[src/slbs_pkg.sv]
`timescale 1ns / 1ps
package slbs_pkg;

    localparam int OFFSET_BITS        = 24;
    localparam int LINE_BITS          = 16;
    localparam int MAX_TEMPLATE_DEPTH = 15;
    localparam int DEPTH_BITS         = 4;
    localparam int BRACE_BITS         = 16;
    localparam int SYM_COUNT          = 48;
    localparam int SYM_BITS           = 6;

    localparam logic [7:0] CH_TAB   = 8'h09;
    localparam logic [7:0] CH_LF    = 8'h0A;
    localparam logic [7:0] CH_CR    = 8'h0D;
    localparam logic [7:0] CH_SPACE = 8'h20;
    localparam logic [7:0] CH_DQ    = 8'h22;
    localparam logic [7:0] CH_SQ    = 8'h27;
    localparam logic [7:0] CH_BSL   = 8'h5C;
    localparam logic [7:0] CH_BTICK = 8'h60;

    localparam logic [SYM_BITS-1:0] SYM_SLASH = 6'd27;
    localparam logic [SYM_BITS-1:0] SYM_DOT   = 6'd43;

    typedef enum logic [3:0] {
        K_EOL    = 4'd0,
        K_SYM    = 4'd1,
        K_NUM    = 4'd2,
        K_COM    = 4'd3,
        K_WORD   = 4'd4,
        K_RX     = 4'd5,
        K_STR    = 4'd6,
        K_TPL    = 4'd7,
        K_TSTART = 4'd8,
        K_TPART  = 4'd9,
        K_TEND   = 4'd10,
        K_ERR    = 4'd11
    } t_kind;

    typedef enum logic [4:0] {
        M_IDLE, M_WORD, M_ZERO, M_INT, M_FRAC, M_EXPS, M_EXPD, M_HEX, M_OCT,
        M_BIN, M_LCOM, M_BCOM, M_SLASH, M_DOT, M_SYM, M_RXB, M_RXF, M_STR, M_TPL
    } t_mode;

    typedef struct packed {
        t_kind                  kind;
        logic [SYM_BITS-1:0]    sym;
        logic [OFFSET_BITS-1:0] start;
        logic [OFFSET_BITS-1:0] len;
        logic [LINE_BITS-1:0]   line;
        logic [LINE_BITS-1:0]   col;
    } t_token;

    // up to three tokens per byte: pending end, own token, end-of-source flush
    typedef struct packed {
        logic   v0;
        logic   v1;
        logic   v2;
        t_token t0;
        t_token t1;
        t_token t2;
    } t_step;

    // entry: {length, byte0, byte1, byte2}
    localparam logic [25:0] SYM_TAB [SYM_COUNT] = '{
        {2'd3, "=", "=", "="}, {2'd3, "!", "=", "="}, {2'd3, "<", "<", "="},
        {2'd3, ">", ">", "="}, {2'd3, ">", ">", ">"}, {2'd2, "=", "=", 8'h00},
        {2'd2, "!", "=", 8'h00}, {2'd2, "&", "&", 8'h00}, {2'd2, "|", "|", 8'h00},
        {2'd2, ">", "=", 8'h00}, {2'd2, "<", "=", 8'h00}, {2'd2, "+", "=", 8'h00},
        {2'd2, "-", "=", 8'h00}, {2'd2, "*", "=", 8'h00}, {2'd2, "/", "=", 8'h00},
        {2'd2, "%", "=", 8'h00}, {2'd2, "&", "=", 8'h00}, {2'd2, "|", "=", 8'h00},
        {2'd2, "^", "=", 8'h00}, {2'd2, "+", "+", 8'h00}, {2'd2, "-", "-", 8'h00},
        {2'd2, ">", ">", 8'h00}, {2'd2, "<", "<", 8'h00}, {2'd2, "=", ">", 8'h00},
        {2'd1, "+", 16'h0000}, {2'd1, "-", 16'h0000}, {2'd1, "*", 16'h0000},
        {2'd1, "/", 16'h0000}, {2'd1, "%", 16'h0000}, {2'd1, "&", 16'h0000},
        {2'd1, "|", 16'h0000}, {2'd1, "^", 16'h0000}, {2'd1, "!", 16'h0000},
        {2'd1, "(", 16'h0000}, {2'd1, ")", 16'h0000}, {2'd1, "[", 16'h0000},
        {2'd1, "]", 16'h0000}, {2'd1, "{", 16'h0000}, {2'd1, "}", 16'h0000},
        {2'd1, ",", 16'h0000}, {2'd1, "?", 16'h0000}, {2'd1, ";", 16'h0000},
        {2'd1, ":", 16'h0000}, {2'd1, ".", 16'h0000}, {2'd1, ">", 16'h0000},
        {2'd1, "<", 16'h0000}, {2'd1, "@", 16'h0000}, {2'd1, "=", 16'h0000}
    };

    function automatic logic sym_prefix(input logic [25:0] e, input logic [7:0] b0,
                                        input logic [7:0] b1, input logic [7:0] b2,
                                        input logic [1:0] len);
        return (e[23:16] == b0) && (len < 2'd2 || e[15:8] == b1)
               && (len < 2'd3 || e[7:0] == b2);
    endfunction

    // {hit, index}; lowest index wins
    function automatic logic [SYM_BITS:0] sym_find(input logic [7:0] b0, input logic [7:0] b1,
                                                   input logic [7:0] b2, input logic [1:0] len);
        logic [SYM_BITS:0] r;
        r = '0;
        for (int i = SYM_COUNT - 1; i >= 0; i--) begin
            if (SYM_TAB[i][25:24] == len && sym_prefix(SYM_TAB[i], b0, b1, b2, len)) begin
                r = {1'b1, SYM_BITS'(i)};
            end
        end
        return r;
    endfunction

    function automatic logic sym_extends(input logic [7:0] b0, input logic [7:0] b1,
                                         input logic [1:0] len);
        logic r;
        r = 1'b0;
        for (int i = 0; i < SYM_COUNT; i++) begin
            if (SYM_TAB[i][25:24] > len && sym_prefix(SYM_TAB[i], b0, b1, 8'h00, len)) begin
                r = 1'b1;
            end
        end
        return r;
    endfunction

    function automatic logic [7:0] sym_first(input logic [SYM_BITS-1:0] idx);
        return SYM_TAB[idx][23:16];
    endfunction

    function automatic logic sym_single(input logic [SYM_BITS-1:0] idx);
        return SYM_TAB[idx][25:24] == 2'd1;
    endfunction

    function automatic logic is_digit(input logic [7:0] c);
        return c >= "0" && c <= "9";
    endfunction

    function automatic logic is_alpha(input logic [7:0] c);
        return (c >= "a" && c <= "z") || (c >= "A" && c <= "Z") || c == "_" || c == "$";
    endfunction

    function automatic logic is_hex(input logic [7:0] c);
        return is_digit(c) || (c >= "a" && c <= "f") || (c >= "A" && c <= "F");
    endfunction

endpackage

[src/slbs_core.sv]
`timescale 1ns / 1ps
module slbs_core import slbs_pkg::*; (
    input  logic       i_clk,
    input  logic       i_rst_n,
    input  logic       i_step,
    input  logic [7:0] i_char_byte,
    input  logic       i_end_of_source,
    output t_step      o_step
);

    t_mode                  r_mode, n_mode;
    logic [7:0]             r_look0, n_look0, r_look1, n_look1;
    logic [1:0]             r_look_cnt, n_look_cnt;
    logic [OFFSET_BITS-1:0] r_offset, n_offset, r_tstart, n_tstart, r_tlen, n_tlen;
    logic [LINE_BITS-1:0]   r_line, n_line, r_col, n_col, r_sline, n_sline, r_scol, n_scol;
    logic                   r_rx, n_rx;
    logic [BRACE_BITS-1:0]  r_brace, n_brace;
    logic [DEPTH_BITS-1:0]  r_tdepth, n_tdepth;
    logic [7:0]             r_qchar, n_qchar;
    logic                   r_esc, n_esc, r_aux, n_aux;

    logic [7:0]             c;
    logic [OFFSET_BITS-1:0] abs_len;
    t_mode                  eff;
    logic                   again, do_sym, fin, cont;
    logic [7:0]             s_b0, s_b1;
    logic [1:0]             s_n;
    logic [SYM_BITS:0]      sf, fin_f, one_f;
    logic [OFFSET_BITS-1:0] fin_len;
    t_step                  st;

    assign c = i_char_byte;
    assign abs_len = (r_tlen != '1) ? r_tlen + 1'b1 : r_tlen;

    always_comb begin
        n_mode = r_mode; n_look0 = r_look0; n_look1 = r_look1; n_look_cnt = r_look_cnt;
        n_offset = r_offset; n_tstart = r_tstart; n_tlen = r_tlen;
        n_line = r_line; n_col = r_col; n_sline = r_sline; n_scol = r_scol;
        n_rx = r_rx; n_brace = r_brace; n_tdepth = r_tdepth;
        n_qchar = r_qchar; n_esc = r_esc; n_aux = r_aux;
        st = '0;
        st.t0.start = r_tstart; st.t0.line = r_sline; st.t0.col = r_scol; st.t0.len = r_tlen;
        st.t1.start = r_offset; st.t1.line = r_line; st.t1.col = r_col;
        st.t1.len = OFFSET_BITS'(1);
        again = 1'b0; do_sym = 1'b0; fin = 1'b0; cont = 1'b0;
        fin_f = '0; fin_len = r_tlen; sf = '0; one_f = '0;
        s_b0 = r_look0; s_b1 = r_look1;
        s_n = (r_look_cnt == 2'd2) ? 2'd2 : 2'd1;

        // phase one: the pending token sees the byte
        eff = r_mode;
        if (r_mode == M_ZERO && c != "x" && c != "o" && c != "b") begin
            eff = M_INT;
        end
        case (eff)
            M_IDLE: ;
            M_WORD: begin
                if (is_alpha(c) || is_digit(c)) n_tlen = abs_len;
                else begin
                    n_rx = 1'b0; st.v0 = 1'b1; st.t0.kind = K_WORD;
                    n_mode = M_IDLE; again = 1'b1;
                end
            end
            M_ZERO: begin
                n_tlen = abs_len;
                priority if (c == "x") n_mode = M_HEX;
                else if (c == "o") n_mode = M_OCT;
                else n_mode = M_BIN;
            end
            M_INT, M_FRAC, M_EXPS, M_EXPD, M_HEX, M_OCT, M_BIN: begin
                priority if ((eff == M_INT || eff == M_FRAC || eff == M_EXPD)
                             && is_digit(c)) begin
                    n_tlen = abs_len; n_mode = eff;
                end else if (eff == M_INT && c == ".") begin
                    n_tlen = abs_len; n_mode = M_FRAC;
                end else if ((eff == M_INT || eff == M_FRAC) && (c == "e" || c == "E")) begin
                    n_tlen = abs_len; n_mode = M_EXPS;
                end else if (eff == M_EXPS && (c == "+" || c == "-" || is_digit(c))) begin
                    n_tlen = abs_len; n_mode = M_EXPD;
                end else if ((eff == M_HEX && is_hex(c))
                             || (eff == M_OCT && c >= "0" && c <= "7")
                             || (eff == M_BIN && (c == "0" || c == "1"))) begin
                    n_tlen = abs_len;
                end else begin
                    n_rx = 1'b0; st.v0 = 1'b1; st.t0.kind = K_NUM;
                    n_mode = M_IDLE; again = 1'b1;
                end
            end
            M_LCOM: begin
                if (c == CH_LF) begin
                    st.v0 = 1'b1; st.t0.kind = K_COM; n_mode = M_IDLE; again = 1'b1;
                end else n_tlen = abs_len;
            end
            M_BCOM: begin
                n_tlen = abs_len;
                if (r_aux && c == "/") begin
                    st.v0 = 1'b1; st.t0.kind = K_COM; st.t0.len = abs_len; n_mode = M_IDLE;
                end else begin
                    n_qchar = 8'h00; n_esc = 1'b0; n_aux = (c == "*");
                end
            end
            M_SLASH: begin
                priority if (c == "/") begin
                    n_tlen = abs_len; n_mode = M_LCOM;
                end else if (c == "*") begin
                    n_tlen = abs_len; n_mode = M_BCOM;
                    n_qchar = 8'h00; n_esc = 1'b0; n_aux = 1'b0;
                end else if (r_rx) begin
                    n_tlen = abs_len; n_mode = M_RXB;
                    n_qchar = 8'h00; n_aux = 1'b0; n_esc = (c == CH_BSL);
                    if (c == "/") n_mode = M_RXF;
                end else begin
                    do_sym = 1'b1; s_b0 = "/"; s_n = 2'd1;
                end
            end
            M_DOT: begin
                if (is_digit(c)) begin
                    n_tlen = abs_len; n_mode = M_FRAC;
                end else begin
                    do_sym = 1'b1; s_b0 = "."; s_n = 2'd1;
                end
            end
            M_SYM: do_sym = 1'b1;
            M_RXB: begin
                n_tlen = abs_len;
                priority if (r_esc) n_esc = 1'b0;
                else if (c == CH_BSL) n_esc = 1'b1;
                else if (c == "/") n_mode = M_RXF;
                else ;
            end
            M_RXF: begin
                if (c == "i" || c == "m" || c == "g") n_tlen = abs_len;
                else begin
                    n_rx = 1'b0; st.v0 = 1'b1; st.t0.kind = K_RX;
                    n_mode = M_IDLE; again = 1'b1;
                end
            end
            M_STR: begin
                n_tlen = abs_len;
                priority if (r_esc) n_esc = 1'b0;
                else if (c == CH_BSL) n_esc = 1'b1;
                else if (c == r_qchar) begin
                    n_rx = 1'b0; st.v0 = 1'b1; st.t0.kind = K_STR; st.t0.len = abs_len;
                    n_mode = M_IDLE;
                end else ;
            end
            M_TPL: begin
                cont = (r_qchar == "}");
                n_tlen = abs_len;
                priority if (r_esc) begin
                    n_esc = 1'b0; n_aux = 1'b0;
                end else if (c == CH_BSL) begin
                    n_aux = 1'b0; n_esc = 1'b1;
                end else if (c == CH_BTICK) begin
                    if (cont && r_tdepth != '0) n_tdepth = r_tdepth - 1'b1;
                    n_rx = 1'b0; st.v0 = 1'b1; st.t0.len = abs_len;
                    st.t0.kind = cont ? K_TEND : K_TPL; n_mode = M_IDLE;
                end else if (c == "{" && r_aux) begin
                    if (!cont && r_tdepth < DEPTH_BITS'(MAX_TEMPLATE_DEPTH)) begin
                        n_tdepth = r_tdepth + 1'b1;
                    end
                    n_rx = 1'b1; st.v0 = 1'b1; st.t0.len = abs_len;
                    st.t0.kind = cont ? K_TPART : K_TSTART; n_mode = M_IDLE;
                end else if (c == "$") n_aux = 1'b1;
                else n_aux = 1'b0;
            end
            default: begin
                n_mode = M_IDLE; again = 1'b1;
            end
        endcase

        // symbol lookahead: grow the match or close on the longest one
        if (do_sym) begin
            sf = sym_find(s_b0, (s_n == 2'd1) ? c : s_b1, (s_n == 2'd2) ? c : 8'h00,
                          s_n + 2'd1);
            if (sf[SYM_BITS]) begin
                n_tlen = abs_len;
                if (s_n == 2'd1 && sym_extends(s_b0, c, 2'd2)) begin
                    n_look0 = s_b0; n_look1 = c; n_look_cnt = 2'd2; n_mode = M_SYM;
                end else begin
                    fin = 1'b1; fin_f = sf; fin_len = abs_len;
                end
            end else begin
                fin = 1'b1; fin_f = sym_find(s_b0, s_b1, 8'h00, s_n); fin_len = r_tlen;
                again = 1'b1;
            end
        end
        if (fin) begin
            st.v0 = 1'b1; st.t0.len = fin_len; n_mode = M_IDLE;
            if (!fin_f[SYM_BITS]) st.t0.kind = K_ERR;
            else begin
                st.t0.kind = K_SYM; st.t0.sym = fin_f[SYM_BITS-1:0];
                if (sym_single(fin_f[SYM_BITS-1:0])) begin
                    if (sym_first(fin_f[SYM_BITS-1:0]) == "{" && n_brace != '1) begin
                        n_brace = n_brace + 1'b1;
                    end
                    if (sym_first(fin_f[SYM_BITS-1:0]) == "}" && n_brace != '0) begin
                        n_brace = n_brace - 1'b1;
                    end
                end
                n_rx = !(sym_single(fin_f[SYM_BITS-1:0])
                         && (sym_first(fin_f[SYM_BITS-1:0]) == ")"
                             || sym_first(fin_f[SYM_BITS-1:0]) == "]"
                             || sym_first(fin_f[SYM_BITS-1:0]) == "}"));
                n_look0 = 8'h00; n_look1 = 8'h00; n_look_cnt = 2'd0;
            end
        end

        // phase two: the byte opens a token of its own
        if ((r_mode == M_IDLE || again) && c != CH_SPACE && c != CH_TAB && c != CH_CR) begin
            n_tstart = r_offset; n_sline = r_line; n_scol = r_col;
            n_tlen = OFFSET_BITS'(1);
            n_qchar = 8'h00; n_esc = 1'b0; n_aux = 1'b0;
            one_f = sym_find(c, 8'h00, 8'h00, 2'd1);
            priority if (c == CH_LF) begin
                st.v1 = 1'b1; st.t1.kind = K_EOL;
            end else if (c == "/") n_mode = M_SLASH;
            else if (c == CH_SQ || c == CH_DQ) begin
                n_mode = M_STR; n_qchar = c;
            end else if (c == CH_BTICK) begin
                n_mode = M_TPL; n_qchar = c;
            end else if (c == "}" && n_tdepth != '0 && n_brace == '0) begin
                n_mode = M_TPL; n_qchar = c;
            end else if (is_alpha(c)) n_mode = M_WORD;
            else if (c == "0") n_mode = M_ZERO;
            else if (is_digit(c)) n_mode = M_INT;
            else if (c == ".") n_mode = M_DOT;
            else if (!one_f[SYM_BITS]) begin
                st.v1 = 1'b1; st.t1.kind = K_ERR; n_mode = M_IDLE;
            end else if (sym_extends(c, 8'h00, 2'd1)) begin
                n_mode = M_SYM; n_look0 = c; n_look1 = 8'h00; n_look_cnt = 2'd1;
            end else begin
                st.v1 = 1'b1; st.t1.kind = K_SYM; st.t1.sym = one_f[SYM_BITS-1:0];
                if (c == "{" && n_brace != '1) n_brace = n_brace + 1'b1;
                if (c == "}" && n_brace != '0) n_brace = n_brace - 1'b1;
                n_rx = !(c == ")" || c == "]" || c == "}");
                n_mode = M_IDLE; n_look0 = 8'h00; n_look1 = 8'h00; n_look_cnt = 2'd0;
            end
        end

        // end of source: flush whatever is still open
        st.t2.start = n_tstart; st.t2.len = n_tlen; st.t2.line = n_sline; st.t2.col = n_scol;
        if (i_end_of_source) begin
            case (n_mode)
                M_WORD: begin st.v2 = 1'b1; st.t2.kind = K_WORD; end
                M_ZERO, M_INT, M_FRAC, M_EXPS, M_EXPD, M_HEX, M_OCT, M_BIN: begin
                    st.v2 = 1'b1; st.t2.kind = K_NUM;
                end
                M_LCOM: begin st.v2 = 1'b1; st.t2.kind = K_COM; end
                M_RXF:  begin st.v2 = 1'b1; st.t2.kind = K_RX; end
                M_SLASH: begin st.v2 = 1'b1; st.t2.kind = K_SYM; st.t2.sym = SYM_SLASH; end
                M_DOT:   begin st.v2 = 1'b1; st.t2.kind = K_SYM; st.t2.sym = SYM_DOT; end
                M_SYM: begin
                    sf = sym_find(n_look0, n_look1, 8'h00,
                                  (n_look_cnt == 2'd2) ? 2'd2 : 2'd1);
                    st.v2 = 1'b1;
                    st.t2.kind = sf[SYM_BITS] ? K_SYM : K_ERR;
                    st.t2.sym = sf[SYM_BITS] ? sf[SYM_BITS-1:0] : '0;
                end
                M_BCOM, M_STR, M_TPL, M_RXB: begin st.v2 = 1'b1; st.t2.kind = K_ERR; end
                default: ;
            endcase
        end

        // position advance
        if (r_offset != '1) n_offset = r_offset + 1'b1;
        if (c == CH_LF) begin
            if (r_line != '1) n_line = r_line + 1'b1;
            n_col = LINE_BITS'(1);
        end else if (c != CH_CR) begin
            if (r_col != '1) n_col = r_col + 1'b1;
        end
    end

    assign o_step = st;

    always_ff @(posedge i_clk) begin
        if (!i_rst_n || (i_step && i_end_of_source)) begin
            r_mode <= M_IDLE; r_look0 <= 8'h00; r_look1 <= 8'h00; r_look_cnt <= 2'd0;
            r_offset <= '0; r_tstart <= '0; r_tlen <= '0;
            r_line <= LINE_BITS'(1); r_col <= LINE_BITS'(1);
            r_sline <= LINE_BITS'(1); r_scol <= LINE_BITS'(1);
            r_rx <= 1'b1; r_brace <= '0; r_tdepth <= '0;
            r_qchar <= 8'h00; r_esc <= 1'b0; r_aux <= 1'b0;
        end else if (i_step) begin
            r_mode <= n_mode; r_look0 <= n_look0; r_look1 <= n_look1; r_look_cnt <= n_look_cnt;
            r_offset <= n_offset; r_tstart <= n_tstart; r_tlen <= n_tlen;
            r_line <= n_line; r_col <= n_col; r_sline <= n_sline; r_scol <= n_scol;
            r_rx <= n_rx; r_brace <= n_brace; r_tdepth <= n_tdepth;
            r_qchar <= n_qchar; r_esc <= n_esc; r_aux <= n_aux;
        end
    end

endmodule

[src/script_lexer_byte_stream_unit.sv]
`timescale 1ns / 1ps
// Streaming script lexer. Source bytes enter one per request on the input
// channel; tokens leave one per request on the output channel with kind,
// symbol index, start offset, length, line and column of the token start.
// A byte is taken every cycle as long as at most one token waits in the
// four-entry result queue; the byte's whole lexer update happens in the
// cycle it is taken. One byte can close a pending token, make a one-byte
// token of its own and, with end_of_source, flush what is still open: up to
// three tokens, which drain at one per cycle while the output is not
// stalled, so input is held off while two or more tokens are queued.
// last_of_run marks the final token a byte produced. After an end_of_source
// byte the lexer starts over at offset 0, line 1, column 1.
module script_lexer_byte_stream_unit import slbs_pkg::*; (
    input  logic                   i_clk,
    input  logic                   i_rst_n,
    input  logic                   i_in_valid,
    output logic                   o_in_stall,
    input  logic [7:0]             i_char_byte,
    input  logic                   i_end_of_source,
    output logic                   o_out_valid,
    input  logic                   i_out_stall,
    output logic [3:0]             o_token_kind,
    output logic [SYM_BITS-1:0]    o_symbol_index,
    output logic [OFFSET_BITS-1:0] o_start_offset,
    output logic [OFFSET_BITS-1:0] o_token_length,
    output logic [LINE_BITS-1:0]   o_line_number,
    output logic [LINE_BITS-1:0]   o_column_number,
    output logic                   o_last_of_run
);

    typedef struct packed {
        t_token tok;
        logic   last;
    } t_qent;

    logic       in_acc, pop;
    t_step      step;
    t_qent      r_mem [4];
    logic [1:0] r_rd, r_wr;
    logic [2:0] r_count, n_count;
    t_qent      lst [3];
    logic [1:0] push_n;

    // take a new byte only while the queue can absorb a worst-case burst
    assign o_in_stall = (r_count >= 3'd2);
    assign in_acc     = i_in_valid && !o_in_stall;
    assign pop        = (r_count != 3'd0) && !i_out_stall;

    slbs_core u_core (
        .i_clk           (i_clk),
        .i_rst_n         (i_rst_n),
        .i_step          (in_acc),
        .i_char_byte     (i_char_byte),
        .i_end_of_source (i_end_of_source),
        .o_step          (step)
    );

    // pack the produced tokens in order and flag the final one
    always_comb begin
        lst[0] = '0; lst[1] = '0; lst[2] = '0;
        push_n = 2'd0;
        if (step.v0) begin lst[push_n].tok = step.t0; push_n = push_n + 2'd1; end
        if (step.v1) begin lst[push_n].tok = step.t1; push_n = push_n + 2'd1; end
        if (step.v2) begin lst[push_n].tok = step.t2; push_n = push_n + 2'd1; end
        if (push_n != 2'd0) lst[push_n - 2'd1].last = 1'b1;
        if (!in_acc) push_n = 2'd0;
    end

    assign n_count = r_count + 3'(push_n) - 3'(pop);

    always_ff @(posedge i_clk) begin
        if (!i_rst_n) begin
            r_rd <= 2'd0; r_wr <= 2'd0; r_count <= 3'd0;
        end else begin
            if (pop) r_rd <= r_rd + 2'd1;
            r_wr    <= r_wr + push_n;
            r_count <= n_count;
        end
    end

    always_ff @(posedge i_clk) begin
        for (int k = 0; k < 3; k++) begin
            if (2'(k) < push_n) r_mem[r_wr + 2'(k)] <= lst[k];
        end
    end

    assign o_out_valid     = (r_count != 3'd0);
    assign o_token_kind    = r_mem[r_rd].tok.kind;
    assign o_symbol_index  = r_mem[r_rd].tok.sym;
    assign o_start_offset  = r_mem[r_rd].tok.start;
    assign o_token_length  = r_mem[r_rd].tok.len;
    assign o_line_number   = r_mem[r_rd].tok.line;
    assign o_column_number = r_mem[r_rd].tok.col;
    assign o_last_of_run   = r_mem[r_rd].last;

endmodule

[config.mk]
export PLATFORM = sky130hd
export DESIGN_NAME = script_lexer_byte_stream_unit
export DESIGN_NICKNAME = d
export VERILOG_FILES = /design/src/slbs_pkg.sv /design/src/slbs_core.sv /design/src/script_lexer_byte_stream_unit.sv
export SDC_FILE = /design/constraint.sdc
export NUM_CORES = 2
export LEC_CHECK = 0
export BUFFER_PORTS_ARGS = -buffer_cell sky130_fd_sc_hd__buf_4
export CORE_ASPECT_RATIO = 1.2
export CORE_MARGIN = 5
export CORE_UTILIZATION = 55
export CTS_CLUSTER_SIZE = 28
export DETAILED_ROUTE_END_ITERATION = 16
export PLACE_DENSITY = 0.72
export REMOVE_ABC_BUFFERS = 1
export SYNTH_ARGS = -nofsm -noshare
export SYNTH_HDL_FRONTEND = slang
export SYNTH_SLANG_ARGS = --single-unit
[constraint.sdc]
create_clock -name i_clk -period 46.7 [get_ports i_clk]
set_clock_uncertainty 0.05 [all_clocks]
set_input_delay 4.67 -clock i_clk [delete_from_list [all_inputs] [get_ports i_clk]]
set_output_delay 4.67 -clock i_clk [all_outputs]
set_load 0.05 [all_outputs]
Word-level counts from Yosys, hierarchy flattened
Memories as Yosys holds them, arrays and structs flattened. A register that Yosys moved wholly into a read port is not among the register bits. Cells that the tools add are included. W data, S select, Z words.

Word-level logic and storage cells: 1284. Register bits after elaboration: 197. Input bits: 13. RAM bits: 364. Memories: 2. Bits in read-only memories: 1664. Output and inout bits: 93.

Add/sub/neg operators: 20. Bitwise logic cells: 4. $lt $le $gt $ge: 27. Multiplexer cells: 559. Eq/ne operators: 194. Reduce and logical (&&, ||, !) cells: 458.

Memory list: (name not given) (words 64, width 26, rd ports 1, clocked after Yosys merged registers in 0, write ports 0, RTL line slbs_pkg.sv:120) `return SYM_TAB[idx][25:24] == 2'd1;`; r_mem (words 4, width 91, rd ports 1, clocked after Yosys merged registers in 1, write ports 2, RTL line script_lexer_byte_stream_unit.sv:38) `t_qent r_mem [4];`.

Operators with widths (number): $mux W7 (174); $bwmux W273 (3); $mux W273 (3); $mux W24 (29); $mux W16 (39); $eq A6 B8 Y1 const A (71); $demux W91 S2 (3); $mux W8 (49); $logic_and A1 B1 Y1 (368); $mux W91 (3); $mux W5 (39); $eq A7 B8 Y1 const A (24); $pmux W24 S7 (1); $eq A8 B7 Y1 const B (17); $mux W1 (126); $mux W10 (11); $eq A8 B6 Y1 const B (12); $mux W4 (24); $reduce_or A91 Y1 (1); $mux W90 (1); $eq A5 B4 Y1 const B (16); $pmux W24 S3 (1); $add A16 B1 Y16 const B (4); $ne A16 B16 Y1 const B (4); 75 further kinds (239).

Longest topological paths before layout
Depth in word-level cells: 168. Depth in mapped cells: 63. Mapped depth without buffers: 53.

By module
A second synthesis with hierarchy kept.

Cell total of the unflattened synthesis: 5023. Area total of the unflattened synthesis: 45359.8 µm².

By module, submodules not included: script_lexer_byte_stream_unit (cells each 2259, area an instance 26512.9 µm², seq. area each 11110.7 µm², times used 1); slbs_core (cells each 2764, area an instance 18846.8 µm², seq. area each 3803.6 µm², times used 1).

Least setup slack after synthesis
OpenSTA, ideal clock, no wires.

Kind: input -> register. Start: input port i_char_byte[7]. End: memory r_mem[1][0] (netlist bit), enable pin. Setup time: 0.652 ns. Required time: 45.998 ns. Slack: 24.239 ns. Stages on the path: 51. Data arrival time: 21.758 ns. Buffers on the path: 8. Cell sequence: or4b_1 > buf_2 > o31a_1 > a21oi_1 > clkbuf_1 > nand2_1 > ha_1 > or4bb_1 > o22ai_1 > a21oi_1 > or4_4 > o31a_1 > and2_1 > buf_2 > nand3_1 > nand2_1 > nand2_1 > inv_1 > [... 15 more ...] > xnor2_1 > ha_1 > nand2_1 > a31oi_1 > inv_1 > or3_1 > nor2_8 > o21a_1 > o21ai_1 > buf_2 > o211a_1 > a311oi_4 > buf_4 > buf_2 > nand2_1 > o22ai_1 > nor2_1 > nor3_1.

RTL lines: from (decl) (RTL line script_lexer_byte_stream_unit.sv:18) `input logic [7:0] i_char_byte,`; to (decl) (RTL line script_lexer_byte_stream_unit.sv:38).

==> impl_metrics.yaml <==
outcome:
  run_status: "complete, no violations"
synth:
  syn_inst: 4189
  ys_ff_latch: 563
  synth-edff-count: 364
  yosysWarningCount: 0
  yosysSeqAreaShare_pct: 38.90
  synth.largest_area_cell: "edfxtp_1"
  synth_commonest_cells: "nand2_1 (431), nor2_1 (426), edfxtp_1 (364)"
  yosysTopAreaCellShare_pct: 28.51
  ys.flop_type: "edfxtp_1"
  avgSynthCellArea_um2: 9.152
  netlist_area_um2: 38340
  async_flop_share_pct: 0
  synth_cell_types: 119
  yosysMostFrequentCell: "nand2_1"
  synth_area_leaders: "edfxtp_1 (29%), dfxtp_1 (10%), mux2i_1 (7.6%)"
place:
  dp_hpwl_um: 87460
  place_inst: 4955
  gp_congestion: 1.039
  io_buffers: 105
critical_path:
  worst_path_largest_cell_delay_ps: 740
  worst_setup_path_end_kind: "flip-flop"
  r2r-start: "u_core.r_mode[4]"
  path_max_fanout: 47
  cpMaxStageDelayCell: "or4b_1"
  arrival_ps: 21810
  crit_required_ps: 46880
  crit_start: "i_char_byte[5]"
  cp-start-kind: "input pin"
  worst-setup-path-type: "in -> reg"
cts:
  cts_hold_buf: 0
  cts_buffers: 55
  clock_sinks: 563
  root_buffer: "clkbuf_16"
  cts_tree: "yes"
  cts_setup_buffers: 0
  clk_pin_slew_ps: 60
  clock_latency_ps: 660
  cts_max_path_buffers: 3
  post_cts_resized: 0
  htreeDepth: 2
detailed_routing:
  routedWlPerCell_um: 25.93
  drtIter0Drc: 4471
  vias_per_cell: 6.967
  vias: 35253
  drc: 0
  postRouteAntennaNets: 0
  wl_um: 131200
  dr.pass1.iters: 9
sta:
  fin_crit_sh_pct: 46.31
  layout_min_cycle_time_ps: 21630
  timing.fmax_mhz: 46.24
  finalSetupTns_ps: 0
  slew_headroom_pct: 11.36
  setup_viol: 0
  hold_viol: 0
  worst_slew_pin_slew_ps: 1319
  rsz0062_at_grt: "no"
  finalMaxSlewViolations: 0
power_and_ir_drop:
  finalPower_mw: 2.621
  ir_drop_mv: 0.07666
  p_leak_nw: 13.58
  p_per_area_nw_per_um2: 63.20
hold_path:
  hp-class: "reg -> reg"
  worstHoldStart: "u_core.r_sline[6]"
grt:
  grt_max_degree: 73
  top_usage_layer: "met2"
  grt.met3_usage_pct: 4.955
  antenna_found_initial: 1
  grt_first_pass_wirelength_um: 200800
  overflow: 0
  grtUsageMet2_pct: 54.25
  grt_use_total_pct: 33.48
  grtUsageMet1_pct: 43.68
  grt_pass1_vias: 33757
floorplan:
  dieHeight_um: 299.2
  rows: 106
  start_util_pct: 55.27
  ios: 106
  die_area_um2: 75110
  fp.dieW_um: 251.0
  coreArea_um2: 69360
job:
  drv_cap: 0
final_layout:
  layout-drive-gt1-share_pct: 11.81
  fin_nets: 4138
  syn_to_final_growth_pct: 8.165
  stdcell_count: 5060
worst paths after layout:
kind | end | slack (ps) | cells after the start
worst min-delay path | u_core.r_sline[6] | 420 | 2
worst max-delay path | r_mem[3][0] | 25070 | 46
worst min register to register | u_core.r_sline[6] | 420 | 2
worst max register to register | r_mem[3][0] | 29350 | 45
where the power goes:
part           internal (mW)  total [mW]  switching (mW)
Sequential             0.735       0.790          0.0543
Combinational          0.391        1.38           0.990
Clock                  0.246       0.450           0.204
Total                   1.37        2.62            1.25
critical path, delay by kind of cell:
kind                       cells  cell delay, ps
buffers and inverters          7            2410
muxes                          1             560
adders and majority gates      4            1410
and+or+nand+nor               14            5790
xor gates and xnor gates       1             480
AOI/OAI and AO/OA             19            6390
cell type report:
type | count | area, um2
fillers | 6052 | 27890
inverters | 56 | 210.2
multi-input cells | 3233 | 21990
clock inverters | 28 | 291.5
well taps | 918 | 1149
flip-flops and latches | 563 | 14920
clock buffers | 76 | 1516
diodes | 1 | 2.502
repair buffers | 185 | 1389
cell families (layout without fill, tap and decap cells):
| group | count (synthesis) | in the layout | share of synthesized area [%] |
|---|---|---|---|
| DFF | 563 | 563 | 38.90 |
| other | 0 | 1 | 0 |
| buffers and inverters | 393 | 345 | 4.239 |
| and+or+nand+nor | 1585 | 1585 | 20.49 |
| xor gates and xnor gates | 110 | 110 | 2.513 |
| AOI/OAI and AO/OA | 1109 | 1109 | 19.41 |
| muxes | 396 | 396 | 13.36 |
| adders and majority gates | 33 | 33 | 1.083 |
through the flow:
stage	worst slack [ps]	cell area, um2	utilization [%]	hold slack, ps
3_5_place_dp	24770	39660	57.18	409.6
6_report	25070	41470	59.79	417.8
2_1_floorplan	21780	36920	-	398.7
4_1_cts	25400	41470	59.78	418.7
5_1_grt	24100	41470	59.78	438.1
3_3_place_gp	25060	39660	57.18	403.5
state kept, by name (all words and copies together), names as in the netlist, named ones only:
signal             count
u_core.r_aux           1
u_core.r_tstart       24
r_mem                364
u_core.r_offset       24
u_core.r_rx            1
u_core.r_look_cnt      2
r_rd                   2
u_core.r_col          16
u_core.r_scol         16
u_core.r_tlen         24
u_core.r_line         16
u_core.r_look1         8
u_core.r_tdepth        4
r_wr                   2
u_core.r_look0         8
u_core.r_esc           1
u_core.r_sline        16
u_core.r_brace        16
r_count                3
u_core.r_mode          5
u_core.r_qchar         8
per-layer routing:
layer	up-vias	part of all wire, %
met1	16908	38
met5	-	0
li1	15793	-
met2	2092	47
met3	460	9.0
met4	0	5.9
cell usage in the layout, fill, tap and decap left out, types with 16 or more instances in the layout:
master / n
a211oi_1: 39
mux2i_1: 285
o22ai_1: 32
and2_1: 45
o211ai_1: 43
inv_1: 53
or3_1: 46
a22oi_1: 155
xnor2_1: 48
o21a_1: 17
o21ai_0: 163
nand3_1: 143
nand2_1: 428
xor2_1: 62
nor2b_1: 27
nor2_1: 422
a21oi_1: 317
mux4_2: 91
buf_4: 185
clkbuf_16: 56
o31ai_1: 35
nor3_1: 124
nor4_1: 41
ha_1: 30
nand4b_1: 16
nand4_1: 56
edfxtp_1: 364
a31oi_1: 55
and3_1: 57
or2_2: 20
nand2b_1: 27
clkbuf_1: 16
dfxtp_1: 197
No activity file was read; power rests on OpenSTA's default activity.
